--- src/rtl/pfd_pkg.sv ---
package pfd_pkg;

    // Frame framing and layout
    localparam logic [7:0] OPEN_BYTE  = 8'h7B;   // '{'
    localparam logic [7:0] CLOSE_BYTE = 8'h7D;   // '}'
    localparam int unsigned FRAME_LEN = 10;
    localparam int unsigned CODE_LEN  = 4;
    localparam int unsigned COUNT_W   = 4;
    localparam int unsigned PROV_W    = 5;

    // Province table
    localparam int unsigned TABLE_SIZE           = 26;
    localparam int unsigned PROVINCE_COUNT_DFLT  = 26;

    // Four ASCII hex characters per entry, first character in the top byte
    localparam logic [31:0] CODE_TABLE [0:TABLE_SIZE-1] = '{
        "5180", "664b", "8fbd", "5409", "9ed1", "82cf", "6d59", "7696",
        "95fd", "8d63", "9c81", "8c6b", "9102", "6e58", "7ca4", "743c",
        "5ddd", "8d35", "4e91", "9655", "7518", "9752", "8499", "6842",
        "5b81", "4eac"
    };

    // Lookup result handed from the code matcher to the top level
    typedef struct packed {
        logic              hit;
        logic [PROV_W-1:0] index;
    } pfd_lookup_t;

    // One result transaction, frame_ok in the lowest bit
    typedef struct packed {
        logic              confirmed;
        logic [7:0]        plate_char_5;
        logic [7:0]        plate_char_4;
        logic [7:0]        plate_char_3;
        logic [7:0]        plate_char_2;
        logic [7:0]        plate_char_1;
        logic [7:0]        plate_char_0;
        logic              code_matched;
        logic [PROV_W-1:0] province_index;
        logic              frame_ok;
    } pfd_result_t;

endpackage

--- src/rtl/pfd_code_lookup.sv ---
module pfd_code_lookup #(
    parameter int unsigned PROVINCE_COUNT = pfd_pkg::PROVINCE_COUNT_DFLT
) (
    input  logic [31:0]          code,
    output pfd_pkg::pfd_lookup_t result
);
    import pfd_pkg::*;

    localparam int unsigned SEARCH_COUNT =
        (PROVINCE_COUNT < TABLE_SIZE) ? PROVINCE_COUNT : TABLE_SIZE;

    // Parallel compare against the constant table, lowest index wins
    always_comb
    begin
        result.hit   = 1'b0;
        result.index = PROV_W'(PROVINCE_COUNT);
        for (int i = 0; i < SEARCH_COUNT; i++)
        begin
            if (!result.hit && (code == CODE_TABLE[i]))
            begin
                result.hit   = 1'b1;
                result.index = PROV_W'(i);
            end
        end
    end

endmodule

--- src/rtl/plate_frame_decoder.sv ---
// Channel   Dir  Width  Contents
// s_axis    in   8      tdata: rx_byte[7:0]
// m_axis    out  56     tdata: frame_ok, province_index[4:0], code_matched,
//                              plate_char_0..5 (8 each), confirmed
//
// A closing '}' loads its frame's result into the result register, or into the skid entry on a stall.
// One byte per cycle sustained while the skid entry is empty: the table match and counter update
// sit between the frame state registers and the result register.
// A two-entry output (result register plus skid) keeps s_axis_tready high while
// one result waits on a stalled m_axis.
// rst_n clears frame state, province tracking and output valids; payload bytes
// need no reset.
module plate_frame_decoder #(
    parameter int unsigned PROVINCE_COUNT = pfd_pkg::PROVINCE_COUNT_DFLT
) (
    input  logic        clk,
    input  logic        rst_n,
    input  logic        s_axis_tvalid,
    output logic        s_axis_tready,
    input  logic [7:0]  s_axis_tdata,   // [7:0] rx_byte
    output logic        m_axis_tvalid,
    input  logic        m_axis_tready,
    output logic [55:0] m_axis_tdata    // [0] frame_ok, [5:1] province_index,
                                        // [6] code_matched, [14:7] plate_char_0,
                                        // ... [54:47] plate_char_5, [55] confirmed
);
    import pfd_pkg::*;

    localparam logic [PROV_W-1:0] NONE_PROV = PROV_W'(PROVINCE_COUNT);

    // Frame and tracking state
    logic                in_frame_reg,  in_frame_next;
    logic [COUNT_W-1:0]  count_reg,     count_next;
    logic                zero_reg,      zero_next;
    logic [7:0]          payload_reg [FRAME_LEN];
    logic [PROV_W-1:0]   cur_prov_reg,  cur_prov_next;
    logic [PROV_W-1:0]   ref_prov_reg,  ref_prov_next;
    logic [1:0]          match_cnt_reg, match_cnt_next;

    // Output register and skid
    pfd_result_t         out_reg,       out_next;
    logic                out_vld_reg,   out_vld_next;
    pfd_result_t         skid_reg,      skid_next;
    logic                skid_vld_reg,  skid_vld_next;

    logic                accept;
    logic                payload_we;
    logic                res_fire;
    logic                frame_ok;
    pfd_lookup_t         lookup;
    pfd_result_t         res;

    assign s_axis_tready = !skid_vld_reg;
    assign accept        = s_axis_tvalid && s_axis_tready;

    // Province code match on the first four payload bytes
    pfd_code_lookup #(
        .PROVINCE_COUNT (PROVINCE_COUNT)
    ) u_lookup (
        .code   ({payload_reg[0], payload_reg[1], payload_reg[2], payload_reg[3]}),
        .result (lookup)
    );

    assign frame_ok = (count_reg == COUNT_W'(FRAME_LEN)) && !zero_reg;

    // Frame parsing, province tracking and result assembly
    always_comb
    begin
        in_frame_next  = in_frame_reg;
        count_next     = count_reg;
        zero_next      = zero_reg;
        cur_prov_next  = cur_prov_reg;
        ref_prov_next  = ref_prov_reg;
        match_cnt_next = match_cnt_reg;
        payload_we     = 1'b0;
        res_fire       = 1'b0;

        res                = '0;
        res.frame_ok       = frame_ok;
        res.province_index = cur_prov_reg;

        if (accept)
        begin
            if (!in_frame_reg)
            begin
                if (s_axis_tdata == OPEN_BYTE)
                begin
                    in_frame_next = 1'b1;
                    count_next    = '0;
                    zero_next     = 1'b0;
                end
            end
            else if (s_axis_tdata != CLOSE_BYTE)
            begin
                if (count_reg < COUNT_W'(FRAME_LEN))
                begin
                    payload_we = 1'b1;
                    count_next = count_reg + 1'b1;
                    if (s_axis_tdata == 8'h00)
                        zero_next = 1'b1;
                end
            end
            else
            begin
                in_frame_next = 1'b0;
                res_fire      = 1'b1;
                if (frame_ok)
                begin
                    if (lookup.hit)
                        cur_prov_next = lookup.index;
                    if (match_cnt_reg == 2'd0)
                    begin
                        ref_prov_next  = cur_prov_next;
                        match_cnt_next = 2'd1;
                    end
                    else if (cur_prov_next == ref_prov_reg)
                    begin
                        if (match_cnt_reg != 2'd3)
                            match_cnt_next = match_cnt_reg + 2'd1;
                        else
                            res.confirmed = 1'b1;
                    end
                    else
                    begin
                        match_cnt_next = 2'd0;
                    end
                    res.province_index = cur_prov_next;
                    res.code_matched   = lookup.hit;
                    res.plate_char_0   = payload_reg[4];
                    res.plate_char_1   = payload_reg[5];
                    res.plate_char_2   = payload_reg[6];
                    res.plate_char_3   = payload_reg[7];
                    res.plate_char_4   = payload_reg[8];
                    res.plate_char_5   = payload_reg[9];
                end
            end
        end
    end

    // Output register with skid entry
    always_comb
    begin
        out_next      = out_reg;
        out_vld_next  = out_vld_reg;
        skid_next     = skid_reg;
        skid_vld_next = skid_vld_reg;
        if (!out_vld_reg || m_axis_tready)
        begin
            if (skid_vld_reg)
            begin
                out_next      = skid_reg;
                out_vld_next  = 1'b1;
                skid_vld_next = 1'b0;
            end
            else
            begin
                out_next     = res;
                out_vld_next = res_fire;
            end
        end
        else if (res_fire)
        begin
            skid_next     = res;
            skid_vld_next = 1'b1;
        end
    end

    // Control state
    always_ff @(posedge clk or negedge rst_n)
    begin
        if (!rst_n)
        begin
            in_frame_reg  <= 1'b0;
            count_reg     <= '0;
            zero_reg      <= 1'b0;
            cur_prov_reg  <= NONE_PROV;
            ref_prov_reg  <= NONE_PROV;
            match_cnt_reg <= 2'd0;
            out_vld_reg   <= 1'b0;
            skid_vld_reg  <= 1'b0;
        end
        else
        begin
            in_frame_reg  <= in_frame_next;
            count_reg     <= count_next;
            zero_reg      <= zero_next;
            cur_prov_reg  <= cur_prov_next;
            ref_prov_reg  <= ref_prov_next;
            match_cnt_reg <= match_cnt_next;
            out_vld_reg   <= out_vld_next;
            skid_vld_reg  <= skid_vld_next;
        end
    end

    // Payload bytes and result data
    always_ff @(posedge clk)
    begin
        if (payload_we)
            payload_reg[count_reg] <= s_axis_tdata;
        out_reg  <= out_next;
        skid_reg <= skid_next;
    end

    assign m_axis_tvalid = out_vld_reg;
    assign m_axis_tdata  = out_reg;

    // Checks
    a_skid_needs_out: assert property (@(posedge clk) disable iff (!rst_n)
        skid_vld_reg |-> out_vld_reg)
        else $error("skid entry held while output register empty");

    a_count_range: assert property (@(posedge clk) disable iff (!rst_n)
        count_reg <= COUNT_W'(FRAME_LEN))
        else $error("payload count past frame length");

    a_short_frame_clean: assert property (@(posedge clk) disable iff (!rst_n)
        (out_vld_reg && !out_reg.frame_ok) |->
            (!out_reg.code_matched && !out_reg.confirmed
             && out_reg.plate_char_0 == 8'h00 && out_reg.plate_char_5 == 8'h00))
        else $error("short frame result carries data");

    a_short_frame_keeps_track: assert property (@(posedge clk) disable iff (!rst_n)
        (res_fire && !frame_ok) |=>
            (cur_prov_reg == $past(cur_prov_reg) && match_cnt_reg == $past(match_cnt_reg)))
        else $error("short frame changed province tracking");

    a_confirm_at_three: assert property (@(posedge clk) disable iff (!rst_n)
        (res_fire && res.confirmed) |-> (match_cnt_reg == 2'd3))
        else $error("confirmation without three prior matches");

endmodule

--- config.mk ---
export PLATFORM = sky130hd
export DESIGN_NAME = plate_frame_decoder
export DESIGN_NICKNAME = d
export VERILOG_FILES = /design/src/rtl/pfd_pkg.sv /design/src/rtl/pfd_code_lookup.sv /design/src/rtl/plate_frame_decoder.sv
export SDC_FILE = /design/constraint.sdc
export NUM_CORES = 1
export LEC_CHECK = 0
export BUFFER_PORTS_ARGS = -buffer_cell sky130_fd_sc_hd__buf_2
export CORE_MARGIN = 10
export CORE_UTILIZATION = 40
export DETAILED_ROUTE_END_ITERATION = 10
export PLACE_DENSITY = 0.65
export SKIP_CTS_REPAIR_TIMING = 1
export SYNTH_ARGS = -nofsm -noshare
export SYNTH_HDL_FRONTEND = slang
export SYNTH_HIERARCHICAL = 1
export SYNTH_SLANG_ARGS = --single-unit
--- constraint.sdc ---
create_clock -name clk -period 10.1 [get_ports clk]
set_input_delay 2.02 -clock clk [delete_from_list [all_inputs] [get_ports clk]]
set_output_delay 2.02 -clock clk [all_outputs]
set_load 0.02 [all_outputs]
==> results_dict.tcl, run 1 <==
set metrics [dict create \
    first_iter_violations 407 \
    hold_ws_ns 0.496 \
    wl_mm 19.3 \
    cts.clk_slew.worst_paths_ns 0.06 \
    period_minus_slack_ns 4.12 \
    tns_ns 0 \
    synth-edff-count 192 \
    crit_type "reg -> reg" \
    ant_nets 0 \
    setup.worst_path.end_class "flop" \
    clock_skew_ns 0.0332 \
    utilization_pct 46.9 \
    hold_depth 2 \
    ys_seq_elements 212 \
    async_reset_ff_share_pct 9.43 \
    dpl.hpwl_mm 13.4 \
    seq_area_frac_synth_pct 71.3 \
    clock_latency_ns 0.53 \
    grt_pass1_vias 5458 \
    crit_path_max_fanout 10 \
    setup_viol 0 \
    num_vias 5222 \
    antenna_found_initial 0 \
    htree_levels 1 \
    cts_tree "done" \
    synth_cell_types 53 \
    worstPathArrival_ns 4.47 \
    io_pins 70 \
    io_buffers 69 \
    avgSynthCellArea_um2 14.9 \
    crit_path_start_kind "flop" \
    clock_tree.root_cell "clkbuf_16" \
    synthesis.area_um2 8800 \
    outcome "finished, final reports clean" \
    grt_use_total_pct 13.4 \
    critPathMaxStageDelay_ns 0.89 \
    tightest_slew_ns 0.985 \
    layout_commonest_cell "edfxtp_1" \
    coreArea_um2 21800 \
    fin_cells 967 \
    powerDensity_nw_per_um2 188 \
    fin_crit_sh_pct 40.8 \
    maxSlewHeadroom_pct 33.4 \
    ys.flop_type "edfxtp_1" \
    grt_pass1_wl_mm 30.8 \
    rsz0062_at_grt "no" \
    drcViolationCount 0 \
    r2r_slack_ns 5.98 \
    reg2reg_depth 11 \
    dp_cells 927 \
    grt_start_max_net_pins 60 \
    dieArea_um2 28300 \
    maxCapViolCount 0 \
    r2r_start "payload_reg[3][7]" \
    viasPerCell 5.40 \
    crit_path_top_delay_cell "nor4bb_2" \
    drive_above_1_share_pct 20.4 \
    die_x_um 168 \
    worstHoldEndpoint "ref_prov_reg[3]" \
    area_growth_pct 16.0 \
    synthesis.nets 608 \
    cts_inserted_buffers 22 \
    final_cell_mix "edfxtp_1, buf_2, and2_1" \
    routedWlPerCell_um 20.0 \
    overflow 0 \
    vdd.ir_drop.worst_v 0.000128 \
    required_ns 10.45 \
    cts.sinks 212 \
    fp-row-count 54 \
    start_util_pct 40.5 \
    hold_start "ref_prov_reg[3]" \
    firstDrtPassIters 5 \
    crit_top_cell "nor4_1" \
    r2r-end "m_axis_tdata[55]" \
    syn_inst 590 \
    finalWeightedCongestion 0.845 \
    fin_nets 689 \
    fill_cells 1905 \
    timing.final.hold_violations 0 \
    path_cells "nor4bb_2 -> nand4_1 -> nor4_1 -> nor4_1 -> nand3_1 -> or4_1 -> mux2i_1 -> xnor2_1 -> nor3_1 -> nand3b_1 -> o21ai_0" \
    fmax_ghz 0.243 \
    die_h_um 168 \
    clock_path_buffers 3 \
    power.leakage_nw 4.32 \
    largest_reg_flops 80 \
    synth_warnings 6 \
    hold_path_class "reg -> reg" \
    diodes 0 \
    report.final.slew_viol_count 0 \
]
==> stage by stage <==
| step | total power, mW | setup WS, ns | cell area [um2] |
|---|---|---|---|
| 6_report | 1.92 | 5.98 | 10200 |
| 5_1_grt | 1.98 | 5.69 | 10200 |
| 2_1_floorplan | 1.08 | 0.752 | 8800 |
| 4_1_cts | 1.94 | 5.97 | 10200 |
| 3_3_place_gp | 1.12 | 5.56 | 9470 |
| 3_5_place_dp | 1.13 | 5.49 | 9470 |
==> worst max-delay path: cells and delay by family (launching register included) <==
family | cells | cell delay, ns
mux | 1 | 0.39
simple gates | 8 | 2.86
flops | 1 | 0.41
compound gates | 1 | 0.17
xor+xnor | 1 | 0.13
==> final cells by class <==
cell class	instances	area [um2]	share of cell area, %
clock buffers	26	566	5.54
inverters	11	41.3	0.405
flip-flops and latches	212	6270	61.5
clock inverters	14	173	1.69
repair buffers	74	383	3.75
well taps	280	350	3.43
multi-input cells	350	2420	23.7
==> cell usage after synthesis, drive strengths merged, types with 3 or more instances <==
cell type	number	share of area, %
inv	10	0.43
and4bb	6	0.85
mux2i	5	0.57
nor3	8	0.45
xnor2	6	0.60
a41oi	3	0.30
buf	3	0.33
nand4	16	1.2
and2	58	4.2
a21oi	6	0.34
nor3b	4	0.34
dfstp	6	1.8
edfxtp	192	66
dfrtp	14	4.0
nor2b	15	1.1
a21o	50	4.3
a31oi	4	0.28
nor4	24	1.9
nor2	24	1.0
nand2	36	1.5
nand3	17	0.97
ha	6	0.85
nor4b	6	0.77
clkbuf	14	0.61
mux2	15	2.1
nor4bb	3	0.34
o21ai	11	0.63
and3	6	0.44
==> cell families after synthesis <==
logic type,count (synthesis),share of synthesized area (%)
AND/OR/NAND/NOR,238,16.9
XOR/XNOR,6,0.597
multiplexers,20,2.66
buffers and inverters,28,1.41
adder cells (fa/ha/maj),6,0.853
flip-flops,212,71.3
AO/OA/AOI/OAI,80,6.34
==> power by group <==
| group | total [mW] | switching, mW | internal (mW) |
|---|---|---|---|
| Combinational | 0.0998 | 0.0663 | 0.0336 |
| Clock | 0.811 | 0.329 | 0.481 |
| Sequential | 1.01 | 0.0232 | 0.985 |
==> per-layer routing <==
metal,up-vias,GRT usage (%),wire (um)
li1,2430,-,-
met3,39,2.54,921
met1,2580,16.8,8440
met2,173,22.4,9460
met5,-,0,0
met4,0,5.11,512
==> worst max-delay path by stage <==
stage	from	end	slack (ns)	depth (start not counted)
global placement	s_axis_tdata[0]	skid_reg[22]	5.56	4
CTS	s_axis_tdata[3]	skid_reg[18]	5.97	4
detailed placement	s_axis_tdata[3]	m_axis_tdata[1]	5.49	7
finish	payload_reg[3][7]	m_axis_tdata[55]	5.98	11
floorplan	m_axis_tready	skid_reg[0]	0.75	2
global route	payload_reg[3][7]	match_cnt_reg[1]	5.69	11
Note: power is estimated with default switching activity, not from simulation.
==> run 2: changes to the inputs <==
--- a/config.mk
+++ b/config.mk
@@ -5,11 +5,12 @@
 export SDC_FILE = /design/constraint.sdc
 export NUM_CORES = 1
 export LEC_CHECK = 0
+export ABC_AREA = 1
 export BUFFER_PORTS_ARGS = -buffer_cell sky130_fd_sc_hd__buf_2
 export CORE_MARGIN = 10
 export CORE_UTILIZATION = 40
 export DETAILED_ROUTE_END_ITERATION = 10
-export PLACE_DENSITY = 0.65
+export PLACE_DENSITY = 0.67
 export SKIP_CTS_REPAIR_TIMING = 1
 export SYNTH_ARGS = -nofsm -noshare
 export SYNTH_HDL_FRONTEND = slang
==> constraint.sdc (replaced) <==
create_clock -name clk -period 3.6 [get_ports clk]
set_input_delay 0.72 -clock clk [delete_from_list [all_inputs] [get_ports clk]]
set_output_delay 0.72 -clock clk [all_outputs]
set_load 0.02 [all_outputs]
==> run 2 against run 1 <==
  * Core utilization is 1.7 points higher
  * Die area increased by 5.2%
  * Non-clock buffer count up 43
  * Sequential cell count unchanged
  * Synthesized cell count rose by 47%
  * Combinational power increased by 110%
  * Final cell count rose by 36%
  * Wire length increased by 7.7%
  * Maximum frequency up 20%
  * Area after synthesis up 5.9%
  * Power rose to 2.6 times the previous value
  * Critical endpoint is now match_cnt_reg[0]
  * Hold slack got worse by 0.34 ns
==> results_dict.tcl, run 2 <==
set metrics [dict create \
    outcome "finished, final reports clean" \
    ant_nets 0 \
    dr.max_layer_used "met4" \
    avgSynthCellArea_um2 10.7 \
    r2r_start "payload_reg[0][5]" \
    crit_path_max_fanout 7 \
    wl_met2_mm 10.0 \
    crit_path_top_delay_cell "edfxtp_1" \
    coreArea_um2 22800 \
    overflow 0 \
    antenna_found_initial 0 \
    critPathMaxStageDelay_ns 0.37 \
    yosysMostFrequentCell "edfxtp_1" \
    report.final.slew_viol_count 0 \
    grt_use_total_pct 13.3 \
    grt_pass1_vias 6197 \
    ys_seq_elements 212 \
    vdd.ir_drop.worst_v 0.000341 \
    io_buffers 69 \
    synthesis.area_um2 9320 \
    hold_path_class "in -> async" \
    io_pins 70 \
    viasPerCell 4.74 \
    powerDensity_nw_per_um2 451 \
    grt_pass1_wl_mm 32.9 \
    cts.sinks 212 \
    synth_cell_types 35 \
    clock_skew_ns 0.0209 \
    rsz0062_at_grt "yes" \
    synth_warnings 6 \
    synth_top_area_share_pct 61.8 \
    area_growth_pct 18.7 \
    layout_commonest_cell "edfxtp_1" \
    power_mw 4.99 \
    async_reset_ff_share_pct 9.43 \
    reg2reg_depth 29 \
    fin_nets 1008 \
    fill_cells 2023 \
    synthesis.nets 886 \
    wl_met3_um 988 \
    crit_path_start_kind "flop" \
    fp-row-count 55 \
    syn_inst 868 \
    fmax_ghz 0.292 \
    power.leakage_nw 4.78 \
    synth-edff-count 192 \
    final_cell_mix "edfxtp_1, nand2_1, inv_1" \
    clock_tree.root_cell "clkbuf_16" \
    tightest_slew_ns 0.630 \
    synth_top_area_cell "edfxtp_1" \
    setup_viol 0 \
    crit_top_cell "nand4_1" \
    cts.clk_slew.worst_paths_ns 0.06 \
    dpl.hpwl_mm 14.1 \
    num_vias 6248 \
    clock_path_buffers 3 \
    clock_latency_ns 0.51 \
    htree_levels 1 \
    firstDrtPassIters 5 \
    hold_ws_ns 0.161 \
    largest_reg_flops 80 \
    drive_above_1_share_pct 24.1 \
    timing.final.hold_violations 0 \
    fin_crit_sh_pct 95.0 \
    cts_inserted_buffers 22 \
    required_ns 4.01 \
    r2r-end "match_cnt_reg[0]" \
    setup.worst_path.end_class "flop" \
    ys.flop_type "edfxtp_1" \
    routedWlPerCell_um 15.8 \
    finalWeightedCongestion 0.962 \
    period_minus_slack_ns 3.42 \
    seq_area_frac_synth_pct 67.3 \
    worstPathArrival_ns 3.83 \
    ys_top_cells_by_area "edfxtp_1, nand2_1, inv_1, nor2_1, dfrtp_1" \
    first_iter_violations 533 \
    r2r_slack_ns 0.18 \
    dieArea_um2 29800 \
    crit_type "reg -> reg" \
    drcViolationCount 0 \
    cts_tree "done" \
    die_h_um 173 \
    maxCapViolCount 0 \
    maxSlewHeadroom_pct 58.0 \
    diodes 0 \
    wl_met1_mm 9.36 \
    wl_mm 20.8 \
    netlist_top_cells_count "edfxtp_1, nand2_1, inv_1, nor2_1, o21ai_0" \
    start_util_pct 40.9 \
    die_x_um 173 \
    grt_start_max_net_pins 57 \
]
run 2: where the power goes:
group / total (mW) / switching, mW / internal (mW)
sequential: 2.74 / 0.0323 / 2.71
clock: 2.05 / 0.894 / 1.15
combinational: 0.206 / 0.149 / 0.0574
run 2: worst max-delay path by stage:
| stage | to | cells after the start | startpoint | slack, ns |
|---|---|---|---|---|
| 5_1_grt | match_cnt_reg[0] | 32 | payload_reg[2][2] | -0.16 |
| 4_1_cts | match_cnt_reg[0] | 31 | payload_reg[0][2] | 0.18 |
| 3_3_place_gp | match_cnt_reg[0] | 31 | payload_reg[0][2] | 0.26 |
| 3_5_place_dp | match_cnt_reg[0] | 31 | payload_reg[0][2] | 0.17 |
| 6_report | match_cnt_reg[0] | 29 | payload_reg[0][5] | 0.18 |
| 2_1_floorplan | skid_reg[0] | 3 | m_axis_tready | 0.15 |
run 2: cell type report:
class | instances | area [um2] | area share [%]
multi-input combinational | 496 | 2500 | 22.6
tap | 313 | 392 | 3.54
timing repair buffer | 117 | 709 | 6.41
sequential | 212 | 6270 | 56.7
timing repair inverter | 1 | 6.26 | 0.0565
clock inverter | 10 | 60.1 | 0.543
clock buffer | 30 | 591 | 5.34
inverter | 140 | 533 | 4.82
run 2: worst max-delay path, delay by kind of cell, from the launching register on:
kind          cells  cell delay (ns)
simple gates     25             2.57
buf+inv           4             0.39
flops             1             0.37
run 2: through the flow:
step	area, um2	worst slack, ns	cells	TNS, ns	utilization (%)
floorplan	9330	0.145	868	0	-
global placement	10200	0.264	1263	0	44.7
detailed placement	10200	0.168	1263	0	44.7
CTS	10800	0.179	1303	0	47.6
global route	11100	-0.161	1319	-0.483	48.6
finish	11100	0.179	1319	0	48.6
run 2: routing by layer:
layer	track usage (%)	vias to the layer above
li1	-	3143
met1	17.1	2932
met2	22.7	137
met3	2.61	36
met4	3.31	0
met5	0	-
run 2: cells by family (layout without fill, tap and decap cells):
group,after synthesis,after routing,share of synthesized area [%]
compound gates,75,75,4.21
xor+xnor,2,2,0.188
fa+ha+maj,6,6,0.805
buf+inv,160,298,7.02
flops,212,212,67.3
simple gates,413,413,20.5
==> run 3: changes to the inputs <==
--- a/config.mk
+++ b/config.mk
@@ -10,7 +10,7 @@
 export CORE_MARGIN = 10
 export CORE_UTILIZATION = 40
 export DETAILED_ROUTE_END_ITERATION = 10
-export PLACE_DENSITY = 0.67
+export PLACE_DENSITY = 0.65
 export SKIP_CTS_REPAIR_TIMING = 1
 export SYNTH_ARGS = -nofsm -noshare
 export SYNTH_HDL_FRONTEND = slang
==> constraint.sdc (replaced) <==
create_clock -name clk -period 4 [get_ports clk]
set_input_delay 0.8 -clock clk [delete_from_list [all_inputs] [get_ports clk]]
set_output_delay 0.8 -clock clk [all_outputs]
set_load 0.02 [all_outputs]
==> run 3 against run 2 <==
  * Final cell count shrank 1.7%
  * Sequential share of layout area increased by 0.50 points
  * Clock power up 13%
  * Critical path type unchanged
  * Largest power group unchanged
==> results_dict.tcl, run 3 (synthesis gave the netlist of run 2 again) <==
set metrics [dict create \
    outcome "finished, final reports clean" \
    worstPathArrival_ns 3.95 \
    place_area_um2 10100 \
    htree_levels 1 \
    hold_path_class "in -> async" \
    setup.worst_path.end_class "flop" \
    first_iter_violations 548 \
    pre_cts_slack_ns 0.344 \
    dieArea_um2 29800 \
    drive_above_1_share_pct 20.1 \
    multi_input_area_um2 2400 \
    wl_mm 20.6 \
    fmax_ghz 0.284 \
    grt_pass1_wl_mm 32.9 \
    report.final.slew_viol_count 0 \
    viasPerCell 4.74 \
    hold_ws_ns 0.225 \
    dpl.hpwl_mm 14.1 \
    power.leakage_nw 4.74 \
    cts.sinks 212 \
    post-route-worst-setup-slack_ns 0.479 \
    rsz0062_at_grt "no" \
    crit_path_start_kind "flop" \
    fill_cells 2031 \
    utilization_pct 48.2 \
    clock_latency_ns 0.52 \
    io_buffers 69 \
    start_util_pct 40.9 \
    cts_tree "done" \
    largest_reg_flops 80 \
    dp_cells 1251 \
    crit_path_max_fanout 7 \
    ant_nets 0 \
    grt_start_max_net_pins 59 \
    vdd.ir_drop.worst_v 0.000295 \
    diodes 0 \
    grt_pass1_vias 6101 \
    setup_viol 0 \
    timing.final.hold_violations 0 \
    crit_type "reg -> reg" \
    coreArea_um2 22800 \
    fin_nets 985 \
    maxCapViolCount 0 \
    crit_top_cell "nand2_1" \
    period_minus_slack_ns 3.52 \
    crit_path_top_delay_cell "edfxtp_1" \
    grt_use_total_pct 13.4 \
    drcViolationCount 0 \
    routedWlPerCell_um 15.9 \
    layout_commonest_cell "edfxtp_1" \
    finalWeightedCongestion 0.967 \
    clock_tree.root_cell "clkbuf_16" \
    io_pins 70 \
    clock_path_buffers 3 \
    required_ns 4.43 \
    fp-row-count 55 \
    overflow 0 \
    tns_ns 0 \
    postLayoutCellArea_um2 11000 \
    fin_crit_sh_pct 88.0 \
    critPathMaxStageDelay_ns 0.38 \
    clock_skew_ns 0.0289 \
    firstDrtPassIters 5 \
    fin_cells 1297 \
    die_h_um 173 \
    maxSlewHeadroom_pct 51.3 \
    die_x_um 173 \
    register_area_um2 6270 \
    tightest_slew_ns 0.729 \
    area_growth_pct 17.7 \
    power_mw 4.96 \
    cts_inserted_buffers 23 \
    final_cell_mix "edfxtp_1, nand2_1, inv_1" \
    num_vias 6148 \
    powerDensity_nw_per_um2 452 \
    cts.clk_slew.worst_paths_ns 0.07 \
    antenna_found_initial 0 \
]
==> run 3: changes by cell type in the layout (fill, tap and decap cells not counted), sizes merged <==
| cell | previous run | this run |
|---|---|---|
| buf | 117 | 93 |
| inv | 141 | 142 |
| bufinv | 0 | 5 |
| clkinv | 10 | 4 |
| clkinvlp | 0 | 2 |
==> run 3: path summary, 6_finish.rpt <==
kind                                         from               end  slack, ns  cells after the start
max in group asynchronous                   rst_n   ref_prov_reg[4]       3.41                      1
worst min-delay path                        rst_n  match_cnt_reg[0]       0.23                      1
worst max register to register  payload_reg[3][4]  match_cnt_reg[0]       0.48                     30
worst max-delay path            payload_reg[3][4]  match_cnt_reg[0]       0.48                     30
min in group clk                         zero_reg          zero_reg       0.50                      2
worst min register to register           zero_reg          zero_reg       0.50                      2
==> run 3: worst max-delay path: cells and delay by family, from the launching register on <==
family                 cells  cell delay, ns
buffers and inverters      4            0.41
DFF                        1            0.38
and+or+nand+nor           26            2.65
==> run 3: final cells by class <==
cell class,instances,share of cell area (%)
timing repair buffer,93,4.79
clock buffer,30,5.76
clock inverter,12,1.88
sequential,212,57.2
tap,313,3.57
timing repair inverter,1,0.0684
multi-input combinational,496,21.9
inverter,140,4.81
==> run 3: metal layers <==
layer | share of wire [%] | track usage [%] | vias to the layer above
met4 | 1.8 | 3.31 | 0
met5 | 0 | 0 | -
met1 | 44 | 17.2 | 2862
met2 | 48 | 22.9 | 163
met3 | 5.8 | 2.57 | 28
li1 | - | - | 3095
==> run 3: power breakdown <==
part / switching, mW / total, mW / internal [mW]
Sequential: 0.0275 / 2.46 / 2.44
Combinational: 0.132 / 0.180 / 0.0476
Clock: 0.866 / 2.31 / 1.45
Total: 1.03 / 4.96 / 3.93
